## src/rtl/ccc_pkg.sv

```systemverilog
// Shared types and constants for the circle contact pipeline.
// Used by the square-root cells, the divider cells and the top level.
`default_nettype none

package ccc_pkg;

    // Radicand, root work register and divider widths.
    localparam int RAD_W      = 63;
    localparam int ROOT_W     = 64;
    localparam int LEN_W      = 32;
    localparam int NUM_W      = 62;
    localparam int QUO_W      = 30;
    localparam int SQRT_CELLS = 32;
    localparam int DIV_CELLS  = 30;
    localparam int NORM_SHIFT = 14;
    localparam int LANES      = 4;

    // Divider lane codes.
    localparam int LANE_CX = 0;
    localparam int LANE_CY = 1;
    localparam int LANE_NX = 2;
    localparam int LANE_NY = 3;

    // Item context carried alongside the square-root cells.
    typedef struct packed {
        logic               hit;
        logic               sdx;
        logic               sdy;
        logic signed [31:0] ax;
        logic signed [31:0] ay;
        logic [30:0]        rsum;
        logic [31:0]        mx;
        logic [31:0]        my;
        logic [NUM_W-1:0]   px;
        logic [NUM_W-1:0]   py;
    } t_pre;

    // Working state of the digit-by-digit square root.
    typedef struct packed {
        logic [RAD_W-1:0]  v;
        logic [ROOT_W-1:0] r;
        logic [RAD_W-1:0]  b;
    } t_root;

    // Item context carried alongside the divider cells.
    typedef struct packed {
        logic               hit;
        logic               zero;
        logic               sdx;
        logic               sdy;
        logic signed [31:0] ax;
        logic signed [31:0] ay;
        logic [30:0]        depth;
    } t_post;

    // Working state of the four restoring dividers sharing one divisor.
    typedef struct packed {
        logic [LANES-1:0][NUM_W-1:0] rem;
        logic [LANES-1:0][QUO_W-1:0] q;
        logic [NUM_W-1:0]            dd;
    } t_quo;

endpackage

`default_nettype wire

```

## src/rtl/ccc_div_cell.sv

```systemverilog
// One quotient bit of four restoring dividers that share a divisor.
// Depends on ccc_pkg.
`default_nettype none

module ccc_div_cell import ccc_pkg::*; (
    input  wire logic  i_clk,
    input  wire logic  i_rst_n,
    input  wire logic  i_en,
    input  wire logic  i_valid,
    input  wire t_post i_ctx,
    input  wire t_quo  i_st,
    output logic       o_valid,
    output t_post      o_ctx,
    output t_quo       o_st
);

    logic  r_valid;
    t_post r_ctx;
    t_quo  r_st;
    t_quo  n_st;

    // Each lane compares its remainder with the shifted divisor.
    always_comb begin
        n_st.dd = i_st.dd >> 1;
        for (int k = 0; k < LANES; k++) begin
            if (i_st.rem[k] >= i_st.dd) begin
                n_st.rem[k] = i_st.rem[k] - i_st.dd;
                n_st.q[k]   = {i_st.q[k][QUO_W-2:0], 1'b1};
            end else begin
                n_st.rem[k] = i_st.rem[k];
                n_st.q[k]   = {i_st.q[k][QUO_W-2:0], 1'b0};
            end
        end
    end

    always_ff @(posedge i_clk) begin
        if (!i_rst_n) begin
            r_valid <= 1'b0;
        end else if (i_en) begin
            r_valid <= i_valid;
        end
    end

    always_ff @(posedge i_clk) begin
        if (i_en) begin
            r_ctx <= i_ctx;
            r_st  <= n_st;
        end
    end

    assign o_valid = r_valid;
    assign o_ctx   = r_ctx;
    assign o_st    = r_st;

endmodule

`default_nettype wire
```

## config.mk

```make
export PLATFORM = sky130hd
export DESIGN_NAME = ccc_div_cell
export DESIGN_NICKNAME = d
export VERILOG_FILES = /design/src/rtl/ccc_pkg.sv /design/src/rtl/ccc_div_cell.sv
export SDC_FILE = /design/constraint.sdc
export NUM_CORES = 1
export LEC_CHECK = 0
export ABC_AREA = 1
export BUFFER_PORTS_ARGS = -buffer_cell sky130_fd_sc_hd__buf_4
export CAP_MARGIN = 30
export CORE_AREA = 5 5 413 415
export CTS_CLUSTER_SIZE = 16
export DETAILED_ROUTE_END_ITERATION = 8
export DIE_AREA = 0 0 418 420
export PLACE_DENSITY = 0.47
export SKIP_LAST_GASP = 1
export SYNTH_ARGS = -nofsm -noshare
export SYNTH_HDL_FRONTEND = slang
export SYNTH_SLANG_ARGS = --single-unit
```

## constraint.sdc

```tcl
create_clock -name i_clk -period 2.28 [get_ports i_clk]
set_clock_uncertainty 0.1 [all_clocks]
set_input_delay 0.114 -clock i_clk [delete_from_list [all_inputs] [get_ports i_clk]]
set_output_delay 0.114 -clock i_clk [all_outputs]
set_load 0.005 [all_outputs]
```

==> metrics.md <==
| Metric | Value |
|---|---|
| Run status | `finished, violations left` |
| Failing checks | `hold timing` |
| Slew headroom | `between 50 and 60%` |
| Antenna violations before repair | `30` |
| Clock transition at path regs | `~0.06 ns` |
| Syn Nets | `7,275` |
| Sum Neg Setup Slack | `0 ns` |
| Htree depth | `3` |
| CTS buffer count | `67` |
| Core ar. | `166,000 um2` |
| Pwr dens | `535 nW/um2` |
| CP Class | `input pin to register` |
| Routed WL | `~290 mm` |
| Synth unique cells | `43` |
| Synth Register Bits | `529` |
| FMAX | `439 MHz` |
| Global-route wire length before repair | `382 mm` |
| TritonCTS clock tree | `done` |
| Worst-case clock buffer depth | `3` |
| Avg Cell Area, Syn | `around 6.6 um2` |
| Post-DP Area | `65,200 um2` |
| Worst hold margin | `-0.0222 ns` |
| Max-Cap Viols | `0` |
| Die width | `418 um` |
| Dpl cells | `11,100` |
| Via density | `roughly 4.5` |
| Class of the worst hold path | `input pin to register` |
| Clock Latency Late Sink | `0.68 ns` |
| Share of cells above drive strength 1 | `30.7%` |
| Post-Syn Area | `~43,000 um2` |
| Period minus WS final | `2.28 ns` |
| Setup slack, reg-to-reg | `0.98 ns` |
| Leak | `just over 40 nW` |
| Max VDD drop | `527 uV` |
| Slew Limit Fails | `0` |
| Number of global-route vias before repair | `~52,000` |
| Die area | `176,000 um2` |
| Ys Warns | `0` |
| Site Rows | `150` |
| Port-buffer cells | `1,057` |
| Initial drt markers | `3,792` |
| Final setup vio count | `0` |
| Non-filler cells, final | `11,900` |
| Crit Path Max Fanout | `7` |
| Clock root cell | `clkbuf_16` |
| Setup crit start kind | `input pin` |
| Crit path DAT | `2.60 ns` |
| Vias | `53,000` |
| Worst slew pin tran | `0.657 ns` |
| Nets@finish | `10,400` |
| Gpl congestion | `0.980` |
| Die Ht | `420 um` |
| Async S/R FF share, synth | `0%` |
| Synth Instances | `6,490` |
| Gr usage total | `31.0%` |
| Main synth FF type | `edfxtp_1` |
| Final period utilization | `99.8%` |
| Remaining Overflow, GRT | `0` |
| Post-synthesis sequential area ratio | `36.8%` |
| Final Hold Fails | `1` |
| Worst Setup End Kind | `register` |
| Starting Density | `25.9%` |
| Post-detail-place hpwl | `240 mm` |
| Drc violations | `0` |
| Pre-Repair DR Iteration Count | `6` |
| Antenna viol nets, final | `0` |
| Number of flops mapped to enable cells by yosys | `~530` |
| Final Core Density | `a little under half` |
| RSZ-0062 raised after global routing | `yes` |
| Pin count of the biggest net entering global routing | `88` |
| Wire length per cell | `24.1 um` |
| I/O pin count | `1,063` |
| Design area | `around 75,000 um2` |
| Worst Path Required | `2.60 ns` |
| Clk sinks | `about 530` |
| Synth-to-Final Area Change | `73.9%` |
==> state kept, by name, indices dropped and copies added (netlist names) <==
signal   count
o_valid      1
o_st       429
o_ctx       99
==> layout by cell type (no fill, tap or decap), drive strengths merged, types with 2 or more instances in the layout <==
cell type and instances:
xnor2 6, and2 23, fa 4, xor2 116, a21boi 2, clkinvlp 10
and3 3, clkinv 36, o21bai 2, clkbuf 85, nand3 457, bufinv 4
nor4 6, inv 1489, nor3 57, buf 2517, a21oi 150, or2 5
nand4 96, dlygate4sd3 584, edfxtp 528, nand2 2611, dlymetal6s4s 7, nor2 459
diode 17, o21ai 140, a21o 4, nand3b 9, ha 248
==> kinds of logic after synthesis <==
kind of cell | Yosys count | share of synthesized area (%)
buffers and inverters | 1561 | 14.2
DFF | 529 | 36.8
xor gates and xnor gates | 122 | 2.48
and+or+nand+nor | 3726 | 35.5
AOI/OAI and AO/OA | 299 | 3.57
other | 1 | 0.00870
adders and majority gates | 252 | 7.38
==> critical path, cell delays in order <==
cell and delay (ns):
dlygate4sd3_1 0.55, buf_4 0.15, ha_1 0.31, nand2_2 0.14, nor2_2 0.07, nand2_2 0.08
inv_1 0.07, a21oi_2 0.15, nand2_2 0.09, nand2_2 0.11, nand3_4 0.22, buf_12 0.22
clkbuf_16 0.18, nand2_1 0.08, o21ai_1 0.06
==> power breakdown <==
group,internal [mW],switching [mW],total (mW)
registers,12.1,0.575,12.6
logic,7.72,8.89,16.6
clock network,6.00,4.85,10.8
total,25.8,14.3,40.1
==> per-stage QoR <==
stage               hold slack [ns]  power [mW]  setup WS [ns]
floorplan                     0.107        18.1          0.187
global placement              0.192        27.8         -0.959
detailed placement            0.193        27.8         -0.976
CTS                          -0.416        39.7        -0.0476
global route                 0.0132        41.9        -0.0492
finish                      -0.0222        40.1        0.00351
==> synth_stat cells (all sizes together) (2+ instances only) <==
master,instances,area [um2]
nand2,2611,9840
inv,1490,5590
edfxtp,528,15900
nor2,459,1830
nand3,457,2380
ha,248,3100
a21oi,150,769
o21ai,140,701
xor2,116,1020
nand4,96,607
nor3,57,353
buf,53,474
and2,23,144
clkbuf,13,48.8
nand3b,9,67.6
nor4,6,37.5
xnor2,6,52.6
clkinv,5,18.8
or2,5,31.3
a21o,4,30.0
fa,4,80.1
and3,3,18.8
a21boi,2,15.0
o21bai,2,15.0
==> layout make-up <==
class / instances / area [um2]
Fill cell: 17100 / 91300
Antenna cell: 17 / 42.5
Clock buffer: 76 / 1730
Timing Repair Buffer: 3117 / 26200
Tap cell: 2204 / 2760
Sequential cell: 529 / 15900
Clock inverter: 44 / 428
Multi-Input combinational cell: 4400 / 22300
Inverter: 1495 / 5620
==> per-layer routing <==
| metal | part of all wire, % | GRT usage [%] |
|---|---|---|
| met5 | 0.037 | 0 |
| met4 | 8.0 | 20.0 |
| met1 | 37 | 33.9 |
| met3 | 4.8 | 3.77 |
| met2 | 50 | 56.4 |
==> timing repair <==
| item | CTS | global route |
|---|---|---|
| resized for setup | 7 | 280 |
| hold buffers | 581 | 11 |
| endpoints found under the setup margin | 41 | 225 |
| setup buffers | 0 | 20 |
| pin swaps | 0 | 44 |
| gates cloned | 0 | 13 |
| hold endpoints to repair | 686 | 11 |
==> final timing paths <==
path	to	cells past startpoint	from
worst max-delay path	o_st[281]$_DFFE_PP_	15	i_st[270]
worst min-delay path	o_st[210]$_DFFE_PP_	5	i_st[210]
worst max register to register	o_valid$_SDFFE_PN0P_	3	o_valid$_SDFFE_PN0P_
worst min register to register	o_valid$_SDFFE_PN0P_	3	o_valid$_SDFFE_PN0P_
Power figures use the tool's default switching activity.
