`src/rtl/ccc_pkg.sv`:
```
// Shared types and constants for the circle contact pipeline.
// Used by the square-root cells, the divider cells and the top level.
`default_nettype none

package ccc_pkg;

    // Radicand, root work register and divider widths.
    localparam int RAD_W      = 63;
    localparam int ROOT_W     = 64;
    localparam int LEN_W      = 32;
    localparam int NUM_W      = 62;
    localparam int QUO_W      = 30;
    localparam int SQRT_CELLS = 32;
    localparam int DIV_CELLS  = 30;
    localparam int NORM_SHIFT = 14;
    localparam int LANES      = 4;

    // Divider lane codes.
    localparam int LANE_CX = 0;
    localparam int LANE_CY = 1;
    localparam int LANE_NX = 2;
    localparam int LANE_NY = 3;

    // Item context carried alongside the square-root cells.
    typedef struct packed {
        logic               hit;
        logic               sdx;
        logic               sdy;
        logic signed [31:0] ax;
        logic signed [31:0] ay;
        logic [30:0]        rsum;
        logic [31:0]        mx;
        logic [31:0]        my;
        logic [NUM_W-1:0]   px;
        logic [NUM_W-1:0]   py;
    } t_pre;

    // Working state of the digit-by-digit square root.
    typedef struct packed {
        logic [RAD_W-1:0]  v;
        logic [ROOT_W-1:0] r;
        logic [RAD_W-1:0]  b;
    } t_root;

    // Item context carried alongside the divider cells.
    typedef struct packed {
        logic               hit;
        logic               zero;
        logic               sdx;
        logic               sdy;
        logic signed [31:0] ax;
        logic signed [31:0] ay;
        logic [30:0]        depth;
    } t_post;

    // Working state of the four restoring dividers sharing one divisor.
    typedef struct packed {
        logic [LANES-1:0][NUM_W-1:0] rem;
        logic [LANES-1:0][QUO_W-1:0] q;
        logic [NUM_W-1:0]            dd;
    } t_quo;

endpackage

`default_nettype wire

```
`src/rtl/ccc_sqrt_cell.sv`:
```
// One root bit of the square-root chain, with its context register.
// Depends on ccc_pkg.
`default_nettype none

module ccc_sqrt_cell import ccc_pkg::*; (
    input  wire logic  i_clk,
    input  wire logic  i_rst_n,
    input  wire logic  i_en,
    input  wire logic  i_valid,
    input  wire t_pre  i_ctx,
    input  wire t_root i_st,
    output logic       o_valid,
    output t_pre       o_ctx,
    output t_root      o_st
);

    logic              r_valid;
    t_pre              r_ctx;
    t_root             r_st;
    t_root             n_st;
    logic [ROOT_W-1:0] trial;

    // Try to subtract r + bit from the remainder and settle one root bit.
    always_comb begin
        trial = i_st.r + {1'b0, i_st.b};
        n_st.b = i_st.b >> 2;
        if ({1'b0, i_st.v} >= trial) begin
            n_st.v = i_st.v - trial[RAD_W-1:0];
            n_st.r = (i_st.r >> 1) + {1'b0, i_st.b};
        end else begin
            n_st.v = i_st.v;
            n_st.r = i_st.r >> 1;
        end
    end

    always_ff @(posedge i_clk) begin
        if (!i_rst_n) begin
            r_valid <= 1'b0;
        end else if (i_en) begin
            r_valid <= i_valid;
        end
    end

    always_ff @(posedge i_clk) begin
        if (i_en) begin
            r_ctx <= i_ctx;
            r_st  <= n_st;
        end
    end

    assign o_valid = r_valid;
    assign o_ctx   = r_ctx;
    assign o_st    = r_st;

endmodule

`default_nettype wire

```
`config.mk`:
```
export PLATFORM = sky130hd
export DESIGN_NAME = ccc_sqrt_cell
export DESIGN_NICKNAME = d
export VERILOG_FILES = /design/src/rtl/ccc_pkg.sv /design/src/rtl/ccc_sqrt_cell.sv
export SDC_FILE = /design/constraint.sdc
export NUM_CORES = 1
export LEC_CHECK = 0
export BUFFER_PORTS_ARGS = -buffer_cell sky130_fd_sc_hd__buf_4
export CAP_MARGIN = 20
export CORE_AREA = 2 2 377 379
export CTS_CLUSTER_SIZE = 20
export DETAILED_ROUTE_END_ITERATION = 16
export DIE_AREA = 0 0 379 381
export GPL_TIMING_DRIVEN = 0
export PLACE_DENSITY = 0.39
export SLEW_MARGIN = 5
export SYNTH_ARGS = -nofsm -noshare
export SYNTH_HDL_FRONTEND = slang
export SYNTH_SLANG_ARGS = --single-unit
```
`constraint.sdc`:
```
create_clock -name i_clk -period 7.53 [get_ports i_clk]
set_input_delay 1.506 -clock i_clk [delete_from_list [all_inputs] [get_ports i_clk]]
set_output_delay 1.506 -clock i_clk [all_outputs]
set_load 0.1 [all_outputs]
```
==> qor.tcl <==
set qor(status) {complete, no violations}
set qor(seq_power_share) 0.286
set qor(synth_top_cell_by_area) {sky130_fd_sc_hd__edfxtp_1}
set qor(placement.cell_area_mm2) 0.03729
set qor(grtUsageMet1) 0.2066
set qor(via_count) 23640
set qor(critPathKind) {input port to register}
set qor(worst-slew-pin-transition_ns) 0.9471
set qor(grt_antenna_before_repair) 38
set qor(max-clock-path-buffers) 3
set qor(clkLatencyLatePin_ns) 0.66
set qor(detail_route.first_pass.iterations) 5
set qor(synth_seq_area_share) 0.5164
set qor(io-pin-count) 957
set qor(clock.fmax_ghz) 0.1378
set qor(synth-edff-count) 474
set qor(cts_buffers) 61
set qor(cts_sinks) 475
set qor(crit_fanout) 10
set qor(drt-initial-drc-count) 1455
set qor(postSynthCellCount) 2346
set qor(cts_tree) {yes}
set qor(placement.io_buffers) 954
set qor(worst-endpoint-required_ns) 7.94
set qor(place_ws_ns) -1.982
set qor(finalHoldViolations) 0
set qor(setup_viol) 0
set qor(period_minus_slack_ns) 7.256
set qor(post_synth_num_cell_types) 76
set qor(die-height_um) 381
set qor(crit_path_start_kind) {input port}
set qor(max-cap-violations) 0
set qor(grt_setup_unrepaired) {no}
set qor(fp.dieArea_mm2) 0.1444
set qor(cts-root-buf) {sky130_fd_sc_hd__clkbuf_16}
set qor(cpMaxStageDelayCell) {sky130_fd_sc_hd__or4_1}
set qor(gr-total-overflow) 0
set qor(detail_route.vias_per_cell) 4.437
set qor(postRouteWirelength_um) 145000
set qor(yosys.area.top_type_share) 0.5157
set qor(final-max-slew-violation-count) 0
set qor(critical_path_s_largest_stage_delay_ns) 0.47
set qor(ys_seq_elements) 475
set qor(drc_errors) 0
set qor(htree_levels) 2
set qor(vdd_drop_max_v) 0.0001721
set qor(clkSlewWorstSetupHoldPaths_ns) 0.06
set qor(netSwitchingFraction) 0.4515
set qor(gp_congestion) 0.8895
set qor(yosys.cell_count.top_type) {sky130_fd_sc_hd__edfxtp_1}
set qor(yosys_warnings) 0
set qor(endpoint_kind) {register}
set qor(synth_flop_cell) {sky130_fd_sc_hd__edfxtp_1}
set qor(total_power_w) 0.01177
set qor(finClkSkew_ns) 0
set qor(post_synthesis_async_set_or_reset_flop_share) 0
set qor(rows) 138
set qor(grt.met2_usage) 0.3624
set qor(core_area_mm2) 0.1406
set qor(postRouteAntennaNets) 0
set qor(hpwl_um) 121200
set qor(avgSynthCellArea_um2) 11.77
set qor(yosys-top-cells-area) {sky130_fd_sc_hd__edfxtp_1 (52%), sky130_fd_sc_hd__ha_1 (8.6%), sky130_fd_sc_hd__mux2_4 (4.4%)}
set qor(worst_slew_slack_as_a_fraction_of_its_limit) 0.3686
set qor(grt_pass1_wl_um) 192500
set qor(pwr-share-comb) 0.462
set qor(initial_core_util) 0.1964
set qor(final_worst_setup_slack_ns) 0.2736
set qor(p_leak_nw) 16.50
set qor(min_period_over_period) 0.9637
set qor(pwr_density_cell_mw_per_mm2) 297.0
set qor(internal_power_w) 0.006457
set qor(clockPowerShare) 0.251
set qor(post-route-cell-area_mm2) 0.03964
set qor(grt_most_used_layer) {met2}
set qor(grtUsageTotal) 0.1910
set qor(fin_hold_ws_ns) 0.5228
set qor(floorplan.die.width_um) 379
set qor(globalRouteMet3Util) 0.04907
set qor(fin_util) 0.2821
set qor(synth_area_mm2) 0.02760
set qor(final_stage_net_count) 4043
set qor(drive_above_1_share) 0.3583
set qor(grt_pass1_vias) 23720
set qor(syn2layout_area_growth_pct) 43.62
set qor(synth_common_cells) {sky130_fd_sc_hd__edfxtp_1 (474), sky130_fd_sc_hd__a21oi_1 (229), sky130_fd_sc_hd__ha_1 (189)}
set qor(pin_count_of_the_biggest_net_entering_global_routing) 102
set qor(hold_path_class) {register to register}
set qor(avgRoutedWirePerCell_um) 27.22
set qor(net-switching-power_w) 0.005315
set qor(cp.arrival_ns) 7.67
[cell families after synthesis]
group / Yosys count / synth area share
AND/OR/NAND/NOR: 527 / 0.09388
multiplexers: 97 / 0.05031
other: 1 / 0.0001359
XOR/XNOR: 170 / 0.05394
flip-flops: 475 / 0.5164
AO/OA/AOI/OAI: 727 / 0.1724
adder cells (fa/ha/maj): 192 / 0.08785
buffers and inverters: 157 / 0.02507
[state kept, by name (all words and copies together) (netlist names)]
register and flops:
o_ctx 286, o_st 188, o_valid 1
[area by class of cell]
type	count	area, um^2
fillers	14990	100900
flip-flops and latches	475	14250
multi-input cells	1715	12900
repair buffers	967	7386
well taps	1890	2365
clock buffers	78	1652
plain buffers	91	480.5
clock inverters	36	342.8
inverters	60	225.2
diodes	15	37.54
[path summary, 6_finish.rpt]
| check | start | end | slack (ns) | cells after the start |
|---|---|---|---|---|
| min reg2reg | o_valid$_SDFFE_PN0P_ | o_valid$_SDFFE_PN0P_ | 0.52 | 2 |
| max reg2reg | o_valid$_SDFFE_PN0P_ | o_valid$_SDFFE_PN0P_ | 6.93 | 2 |
| min | o_valid$_SDFFE_PN0P_ | o_valid$_SDFFE_PN0P_ | 0.52 | 2 |
| max | i_st[18] | o_st[165]$_DFFE_PP_ | 0.27 | 28 |
[through the flow]
| step | cells | setup TNS [ns] |
|---|---|---|
| after global routing | 5316 | 0 |
| after detailed placement | 5198 | -207.11 |
| after global placement | 5191 | -210.02 |
| after CTS | 5315 | 0 |
| after floorplan | 2347 | 0 |
| final | 5327 | 0 |
[power groups by stage]
stage                     registers (W)  clock network [W]  logic (W)
final                           0.00337            0.00296    0.00544
after CTS                       0.00337            0.00308    0.00548
after floorplan                 0.00551                  0    0.00174
after global placement          0.00344                  0    0.00545
after detailed placement        0.00342                  0    0.00543
after global routing            0.00340            0.00318    0.00572
[placed cells by master, fill, tap and decap left out, types with 19 or more instances in the layout]
master / Yosys / final
sky130_fd_sc_hd__buf_4: 3 / 961
sky130_fd_sc_hd__edfxtp_1: 474 / 474
sky130_fd_sc_hd__a21oi_1: 229 / 225
sky130_fd_sc_hd__ha_1: 189 / 188
sky130_fd_sc_hd__nand2_1: 152 / 151
sky130_fd_sc_hd__a21o_1: 111 / 111
sky130_fd_sc_hd__xnor2_1: 111 / 111
sky130_fd_sc_hd__o21ai_0: 110 / 106
sky130_fd_sc_hd__nor2_1: 102 / 101
sky130_fd_sc_hd__mux2_4: 80 / 80
sky130_fd_sc_hd__clkbuf_1: 71 / 74
sky130_fd_sc_hd__nand3_1: 73 / 72
sky130_fd_sc_hd__clkbuf_16: 0 / 62
sky130_fd_sc_hd__inv_1: 60 / 60
sky130_fd_sc_hd__xor2_1: 59 / 59
sky130_fd_sc_hd__nand4_1: 43 / 43
sky130_fd_sc_hd__o21bai_1: 44 / 43
sky130_fd_sc_hd__o21ai_1: 30 / 32
sky130_fd_sc_hd__nand2b_1: 26 / 26
sky130_fd_sc_hd__a31oi_1: 27 / 26
sky130_fd_sc_hd__and3_1: 25 / 25
sky130_fd_sc_hd__nor3_1: 26 / 24
sky130_fd_sc_hd__o31ai_1: 24 / 21
sky130_fd_sc_hd__a211oi_1: 21 / 20
sky130_fd_sc_hd__o21a_1: 19 / 19
sky130_fd_sc_hd__nor2b_1: 19 / 19
[repair_timing]
item,in CTS,in global routing
cloned,0,0
endpoints found under the setup margin,127,126
buffers inserted,5,1
resized for setup,29,30
pin swaps,3,5
hold buffers,0,0
[routing by layer]
layer | vias to the layer above | routed length [um] | share of wire
li1 | 11110 | - | -
met2 | 750 | 77710 | 0.54
met1 | 11550 | 53960 | 0.37
met3 | 190 | 9411 | 0.065
met4 | 44 | 3677 | 0.025
met5 | - | 268 | 0.0018
[critical path: cells and delay by family]
family	cells	cell delay (ns)
simple gates	9	2.14
compound gates	8	1.55
buf+inv	7	1.27
fa+ha+maj	2	0.59
mux	1	0.33
xor+xnor	1	0.21
No activity file was read; power rests on OpenSTA's default activity.
